==> src/sv/scrq_pkg.sv <==
package scrq_pkg;

  localparam int QUEUE_DEPTH_DEF = 16;
  localparam int HANDLE_BITS_DEF = 32;
  localparam int DESC_BITS       = 32;

  typedef enum logic [2:0] {
    OP_PUSH     = 3'd0,
    OP_POP      = 3'd1,
    OP_COMMIT   = 3'd2,
    OP_UNCOMMIT = 3'd3,
    OP_CLEAR    = 3'd4
  } opcode_t;

  typedef struct packed {
    opcode_t                opcode;
    logic [DESC_BITS-1:0]   descriptor_in;
  } in_item_t;

  typedef struct packed {
    logic                   accepted;
    logic [DESC_BITS-1:0]   descriptor_out;
    logic                   is_full;
    logic                   is_empty;
    logic                   is_dirty;
  } out_item_t;

  typedef struct packed {
    logic wr_en;
    logic rd_en;
    logic clr;
  } slot_ctl_t;

endpackage

==> src/sv/scrq_slot_store.sv <==
module scrq_slot_store #(
  parameter int DEPTH = scrq_pkg::QUEUE_DEPTH_DEF,
  parameter int WIDTH = scrq_pkg::DESC_BITS
) (
  input  logic                     clk,
  input  logic                     rst_n,
  input  scrq_pkg::slot_ctl_t      ctl,
  input  logic [$clog2(DEPTH)-1:0] waddr,
  input  logic [WIDTH-1:0]         wdata,
  input  logic [$clog2(DEPTH)-1:0] raddr,
  output logic [WIDTH-1:0]         rdata
);
  import scrq_pkg::*;

  logic [WIDTH-1:0] mem [DEPTH];
  logic [DEPTH-1:0] vld_r;
  logic [WIDTH-1:0] rd_data_r;
  logic             rd_vld_r;

  always_ff @(posedge clk) begin
    if (ctl.wr_en) begin
      mem[waddr] <= wdata;
    end
  end

  always_ff @(posedge clk) begin
    if (ctl.rd_en) begin
      rd_data_r <= mem[raddr];
      rd_vld_r  <= vld_r[raddr];
    end
  end

  // invalid slots read as zero
  always_ff @(posedge clk) begin
    if (!rst_n) begin
      vld_r <= '0;
    end else if (ctl.clr) begin
      vld_r <= '0;
    end else if (ctl.wr_en) begin
      vld_r[waddr] <= 1'b1;
    end
  end

  assign rdata = rd_vld_r ? rd_data_r : '0;

endmodule

==> src/sv/staged_commit_ring_queue_core.sv <==
// An accepted transaction is registered in stage A (a_vld_r, a_item_r), then in
// the output register (out_vld_r, out_r). Throughput: one transaction per cycle
// while out_stall is low; the pointer logic and one slot memory access per
// transaction set this, with a two-deep register pipeline.
// Reset (rst_n low, synchronous): head and both tails go to 0, every slot reads
// as zero, the pipeline empties and out_valid drops.
module staged_commit_ring_queue_core #(
  parameter int QUEUE_DEPTH = scrq_pkg::QUEUE_DEPTH_DEF,
  parameter int HANDLE_BITS = scrq_pkg::HANDLE_BITS_DEF
) (
  input  logic                clk,
  input  logic                rst_n,
  input  logic                in_valid,
  output logic                in_stall,
  input  scrq_pkg::in_item_t  in_data,
  output logic                out_valid,
  input  logic                out_stall,
  output scrq_pkg::out_item_t out_data
);
  import scrq_pkg::*;

  localparam int IDX_BITS   = $clog2(QUEUE_DEPTH);
  localparam int STORE_BITS = (HANDLE_BITS < DESC_BITS) ? HANDLE_BITS : DESC_BITS;
  localparam logic [IDX_BITS-1:0] LAST_IDX = IDX_BITS'(QUEUE_DEPTH - 1);

  function automatic logic [IDX_BITS-1:0] ring_next(input logic [IDX_BITS-1:0] idx);
    return (idx == LAST_IDX) ? '0 : idx + 1'b1;
  endfunction

  logic [IDX_BITS-1:0]   head_r, head_nxt;
  logic [IDX_BITS-1:0]   ctail_r, ctail_nxt;
  logic [IDX_BITS-1:0]   stail_r, stail_nxt;
  logic                  a_vld_r;
  logic                  a_pop_r;
  out_item_t             a_item_r;
  out_item_t             a_item_nxt;
  logic                  out_vld_r;
  out_item_t             out_r;
  out_item_t             out_nxt;
  logic                  a_ready;
  logic                  b_ready;
  logic                  in_fire;
  logic                  pop_ok;
  slot_ctl_t             ctl_raw;
  slot_ctl_t             slot_ctl;
  logic [STORE_BITS-1:0] rdata;

  assign b_ready  = !out_vld_r || !out_stall;
  assign a_ready  = !a_vld_r || b_ready;
  assign in_stall = !a_ready;
  assign in_fire  = in_valid && a_ready;

  always_comb begin
    head_nxt   = head_r;
    ctail_nxt  = ctail_r;
    stail_nxt  = stail_r;
    pop_ok     = 1'b0;
    ctl_raw    = '0;
    a_item_nxt = '0;
    a_item_nxt.accepted = 1'b1;
    case (in_data.opcode)
      OP_PUSH: begin
        if (ring_next(ctail_r) == head_r) begin
          a_item_nxt.accepted = 1'b0;
        end else begin
          ctl_raw.wr_en = 1'b1;
          stail_nxt     = ring_next(ctail_r);
        end
      end
      OP_POP: begin
        if (head_r == ctail_r) begin
          a_item_nxt.accepted = 1'b0;
        end else begin
          ctl_raw.rd_en = 1'b1;
          pop_ok        = 1'b1;
          head_nxt      = ring_next(head_r);
        end
      end
      OP_COMMIT: begin
        ctail_nxt = stail_r;
      end
      OP_UNCOMMIT: begin
        stail_nxt = ctail_r;
      end
      OP_CLEAR: begin
        head_nxt    = '0;
        ctail_nxt   = '0;
        stail_nxt   = '0;
        ctl_raw.clr = 1'b1;
      end
      default: begin
      end
    endcase
    a_item_nxt.is_full  = (ring_next(stail_nxt) == head_nxt);
    a_item_nxt.is_empty = (ctail_nxt == head_nxt);
    a_item_nxt.is_dirty = (stail_nxt != ctail_nxt);
  end

  assign slot_ctl = in_fire ? ctl_raw : '0;

  scrq_slot_store #(
    .DEPTH (QUEUE_DEPTH),
    .WIDTH (STORE_BITS)
  ) u_slots (
    .clk   (clk),
    .rst_n (rst_n),
    .ctl   (slot_ctl),
    .waddr (ctail_r),
    .wdata (in_data.descriptor_in[STORE_BITS-1:0]),
    .raddr (head_r),
    .rdata (rdata)
  );

  always_ff @(posedge clk) begin
    if (!rst_n) begin
      head_r  <= '0;
      ctail_r <= '0;
      stail_r <= '0;
    end else if (in_fire) begin
      head_r  <= head_nxt;
      ctail_r <= ctail_nxt;
      stail_r <= stail_nxt;
    end
  end

  always_ff @(posedge clk) begin
    if (!rst_n) begin
      a_vld_r <= 1'b0;
    end else if (a_ready) begin
      a_vld_r <= in_valid;
    end
  end

  always_ff @(posedge clk) begin
    if (in_fire) begin
      a_item_r <= a_item_nxt;
      a_pop_r  <= pop_ok;
    end
  end

  always_ff @(posedge clk) begin
    if (!rst_n) begin
      out_vld_r <= 1'b0;
    end else if (b_ready) begin
      out_vld_r <= a_vld_r;
    end
  end

  always_comb begin
    out_nxt                = a_item_r;
    out_nxt.descriptor_out = a_pop_r ? DESC_BITS'(rdata) : '0;
  end

  always_ff @(posedge clk) begin
    if (b_ready && a_vld_r) begin
      out_r <= out_nxt;
    end
  end

  assign out_valid = out_vld_r;
  assign out_data  = out_r;

  a_stage_follows_commit : assert property (@(posedge clk) disable iff (!rst_n)
    (stail_r != ctail_r) |-> (stail_r == ring_next(ctail_r)))
    else $error("staged tail not one past committed tail");

  a_stage_not_head : assert property (@(posedge clk) disable iff (!rst_n)
    (stail_r != ctail_r) |-> (stail_r != head_r))
    else $error("staged slot overlaps head");

  a_refused_no_data : assert property (@(posedge clk) disable iff (!rst_n)
    (out_vld_r && !out_r.accepted) |-> (out_r.descriptor_out == '0))
    else $error("refused transaction carries a descriptor");

  a_clear_resets_ptrs : assert property (@(posedge clk) disable iff (!rst_n)
    (in_fire && (in_data.opcode == OP_CLEAR)) |=>
      ((head_r == '0) && (ctail_r == '0) && (stail_r == '0)))
    else $error("clear left pointers set");

endmodule
==> config.mk <==
export PLATFORM = sky130hd
export DESIGN_NAME = staged_commit_ring_queue_core
export DESIGN_NICKNAME = d
export VERILOG_FILES = /design/src/sv/scrq_pkg.sv /design/src/sv/scrq_slot_store.sv /design/src/sv/staged_commit_ring_queue_core.sv
export SDC_FILE = /design/constraint.sdc
export NUM_CORES = 1
export LEC_CHECK = 0
export BUFFER_PORTS_ARGS = -buffer_cell sky130_fd_sc_hd__buf_2
export CAP_MARGIN = 10
export CORE_ASPECT_RATIO = 1.4
export CORE_MARGIN = 4
export CORE_UTILIZATION = 48
export DETAILED_ROUTE_END_ITERATION = 6
export PLACE_DENSITY_LB_ADDON = 0.05
export SLEW_MARGIN = 20
export SYNTH_ARGS = -nofsm -noshare
export SYNTH_HDL_FRONTEND = slang
export SYNTH_SLANG_ARGS = --single-unit
==> constraint.sdc <==
create_clock -name clk -period 5.55 [get_ports clk]
set_input_delay 0.2775 -clock clk [delete_from_list [all_inputs] [get_ports clk]]
set_output_delay 0.2775 -clock clk [all_outputs]
set_load 0.005 [all_outputs]
==> impl.org <==
** Route
- Total length of routed wires :: 49.1 mm
- The first TritonRoute pass finished after 5 iterations.
- The first routing iteration left 786 violations.
- Count of nets left with antenna violations after detail routing :: 0
- Total via count after detailed routing :: 10700
- Drt wl/cell :: 26.4 µm
- Detail-routed via count per cell :: around 5.7
- DRC viols :: 0

** Placement
- Routability Congestion :: 0.749
- Once placement finished, the instance area stood at 24800 µm².
- The wire-length estimate of the detail-placed layout is 26.8 mm.
- Worst setup slack after placement :: 1.86 ns
- Input and output buffers added on the ports amount to between 70 and 80.

** Worst hold path
- Counting instances, the worst hold path has a depth of 1.
- In this run the worst hold path is classified as in -> reg.
- Startpoint of the worst hold path :: in_data[17]

** Timing
- Fraction of the cycle the final worst path needs :: 68.0%
- Count of final setup violators :: 0
- Summed over all failing endpoints, the final setup total negative slack is 0 ns.
- The number of hold-slack violations in the final timing report is 0.
- Static timing analysis puts the maximum clock frequency at 0.265 GHz.
- Worst Clk Skew :: roughly 0.013 ns
- Headroom to the max-slew limit came out at 26.5%.
- In the post-route analysis, the smallest setup slack over all paths is 1.78 ns.
- The max-slew violation count was 0.
- Transition time at the pin with the least slew margin :: 1.10 ns
- Unrepaired setup endpoints after global routing :: no
- The clock period could shrink to 3.77 ns.

** Setup path
- Endpoint of the worst-slack reg-to-reg timing path :: u_slots.mem[13][26]
- STA puts the critical path data arrival time at 4.00 ns.
- Tracing the worst setup path back leads to its startpoint at ctail_r[0].
- Traced cell by cell, the critical path runs through ha_1, a21o_1, a31oi_1, xnor2_1, o21ai_4, nor2_1, and3_1, and2_2.
- The critical path is of the reg -> reg type.
- STA classifies the critical path endpoint as a register.
- The critical path ends at u_slots.mem[13][26].
- STA classifies the critical path startpoint as a register.
- Endpoint required time on the critical path :: 5.78 ns
- Crit Reg-Reg Startpoint :: ctail_r[0]
- Setup slack on the worst flop-to-flop path :: 1.78 ns
- The number of cells on the worst reg-to-reg path is 8.
- On the worst path, the slowest cell contributes a delay of 0.86 ns.
- Worst-path cell with the longest stage delay :: and2_2
- Maximum fanout count along the critical path :: 32

** GRT
- Global routing used 18.8% of the available tracks across all layers.
- Global routing consumed, on the met1 layer, 25.0% of the routing resources.
- The global routing stage identified its most utilized layer as met2.
- Initial antenna violation count :: 2
- Largest net degree at the start of global routing :: between 100 and 150
- For met2 alone, demand over resource in global routing was 32.7%.
- Met3 track demand over resource in global routing :: 3.14%
- Via count of the first global-routing pass :: 11500
- Summed over all layers, the global routing overflow is 0.
- The first global-routing pass estimated 74.2 mm of wire.

** Logic synthesis
- In this run the biggest area consumer among cell types represents about 74% of the synthesized area.
- Synthesized area divided by synthesized cell count :: roughly 22 µm²
- Top area cells in the synthesized netlist :: edfxtp_1, mux4_2, dfxtp_1, and3_1, nor2_1
- For this run, the register share of the synthesized area comes to 76.8%.
- Syn. warnings :: 0
- Synthesized netlist cell count :: 1078
- EDFF count, synth :: 586
- Commonest register cell after synthesis :: edfxtp_1
- Post-synth top area cell :: edfxtp_1
- Mapped Nets :: 1123
- Synthesized cell area :: 23700 µm²
- Cell variety after synth :: 52
- The synthesized design contains 616 register bits.
- Share of synthesized registers carrying an async set or reset :: 0%

** Power
- Ratio of total power to cell area :: about 360 nW/µm²
- For this design the static power due to leakage is 8.61 nW.
- Worst voltage drop across the vdd grid :: 0.299 mV
- Power comes to 9.51 mW.

** Status
- The flow ran to the end, and the final reports show no timing, DRC or antenna violations.

** Clock tree
- Buffer type at the clock tree root :: clkbuf_16
- TritonCTS sink count :: between 600 and 700
- Clock Path Buffers :: 3
- After clock tree synthesis, the clock-pin slew on the worst setup and hold paths is 0.06 ns.
- The number of gates resized after CTS was 0.
- Clock latency on the worst-skew pair :: 0.61 ns
- Buffers added to address setup during post-CTS repair amount to 0.
- TritonCTS built the clock tree.
- The H-tree was split into 2 levels.
- Clock buffers created by TritonCTS :: 58

** Final layout
- After routing the design area is 26700 µm².
- At the end of the flow, the number of nets in the layout was 1217.
- Relative to the synthesized area, the layout overhead comes to 12.7%.
- Fraction of layout cells with a size suffix above 1 :: 30.3%
- Utilization after layout :: a little over half

** Floorplan
- The floorplan step defined a core boundary enclosing 48900 µm².
- The floorplan has 96 rows.
- From left edge to right edge, the die measures between 150 and 200 µm.
- Chip height :: 271 µm
- Starting density of the core :: 48.4%
- The die covers around 53000 µm².
- Number of primary I/O pins :: 77

** Run
- Max-cap violations in this run came to 0.
synthesized netlist by cell type, types with 2 or more instances:
master / instances
edfxtp_1: 586
mux4_2: 165
nor2_1: 44
and3_1: 43
clkbuf_1: 35
dfxtp_1: 30
nand2_1: 20
buf_1: 17
a21oi_1: 12
and2_1: 11
inv_1: 10
o211a_1: 10
xnor2_1: 9
buf_2: 7
xor2_1: 7
ha_1: 6
nor2b_1: 6
nor3b_1: 6
nand3_1: 5
mux2i_1: 4
a21o_1: 3
a31oi_1: 3
nor4_1: 3
o211ai_1: 3
o21ai_0: 3
a221o_1: 2
a22oi_1: 2
nor3_1: 2
critical path, delay by kind of cell, from the launching register on:
family	cells	cell delay [ns]
adder cells (fa/ha/maj)	1	0.43
AND/OR/NAND/NOR	3	1.62
flip-flops	1	0.54
XOR/XNOR	1	0.38
AO/OA/AOI/OAI	3	0.40
worst min path at each step:
stage | end
final | u_slots.mem[11][17]
after CTS | u_slots.mem[9][10]
after floorplan | u_slots.mem[0][0]
after global routing | u_slots.mem[8][17]
after detailed placement | out_data[0]
after global placement | out_data[1]
per-layer routing:
layer  routed length [µm]  vias up
met4                 1050        0
met3                 1870       76
met1                20000     5677
met5                    0        -
met2                26200      230
li1                     -     4696
flip-flops by register name (all words and copies together), names as in the netlist:
| signal | flops |
|---|---|
| u_slots.mem | 512 |
| out_data | 36 |
| u_slots.rd_data_r | 32 |
| u_slots.vld_r | 16 |
| a_item_r | 4 |
| ctail_r | 4 |
| head_r | 4 |
| stail_r | 4 |
| a_pop_r | 1 |
| a_vld_r | 1 |
| out_valid | 1 |
| u_slots.rd_vld_r | 1 |
repair_timing:
item / in CTS / in global routing
hold buffers: 5 / 0
hold endpoints to repair: 31 / 0
setup endpoints to repair: 0 / 0
per-stage QoR:
step	std cells	hold WS, ns
after floorplan	1078	0.376
after global placement	1743	0.402
after detailed placement	1744	0.417
after CTS	1857	0.000514
after global routing	1857	0.0221
final	1858	0.0404
cell type report:
type / instances / area (µm²)
Inverter: 10 / 37.5
Sequential cell: 616 / 18200
Clock inverter: 32 / 256
Clock buffer: 76 / 1560
Fill cell: 3699 / 22200
Multi-Input combinational cell: 393 / 5280
Timing Repair Buffer: 93 / 558
Antenna cell: 1 / 2.50
Tap cell: 637 / 797
power by group:
part | internal (mW) | switching, mW
sequential | 5.13 | 0.0549
combinational | 0.243 | 0.274
clock | 2.13 | 1.68
total | 7.50 | 2.01
layout by cell type (no fill, tap or decap), types with 4 or more instances in the layout:
| cell type | netlist | routed |
|---|---|---|
| edfxtp_1 | 586 | 586 |
| mux4_2 | 165 | 165 |
| buf_2 | 7 | 76 |
| clkbuf_16 | 0 | 59 |
| nor2_1 | 44 | 43 |
| and3_1 | 43 | 35 |
| dfxtp_1 | 30 | 26 |
| nand2_1 | 20 | 20 |
| clkbuf_1 | 35 | 15 |
| clkinv_2 | 0 | 13 |
| a21oi_1 | 12 | 12 |
| inv_1 | 10 | 10 |
| o211a_1 | 10 | 10 |
| xnor2_1 | 9 | 9 |
| clkinv_1 | 0 | 9 |
| buf_4 | 0 | 9 |
| xor2_1 | 7 | 7 |
| nor2b_1 | 6 | 6 |
| and2_2 | 0 | 6 |
| nor3b_1 | 6 | 6 |
| ha_1 | 6 | 6 |
| and3_2 | 0 | 5 |
| nand3_1 | 5 | 5 |
| dlygate4sd3_1 | 0 | 5 |
| mux2i_1 | 4 | 4 |
logic make-up (layout without fill, tap and decap cells):
group / after synthesis / in the layout / share of synthesized area (%)
and+or+nand+nor: 147 / 147 / 3.26
other: 0 / 1 / 0
muxes: 169 / 169 / 15.9
AOI/OAI and AO/OA: 54 / 54 / 1.94
xor gates and xnor gates: 17 / 17 / 0.660
adders and majority gates: 6 / 6 / 0.317
buffers and inverters: 69 / 211 / 1.13
DFF: 616 / 616 / 76.8
(Power assumes the default switching activity.)
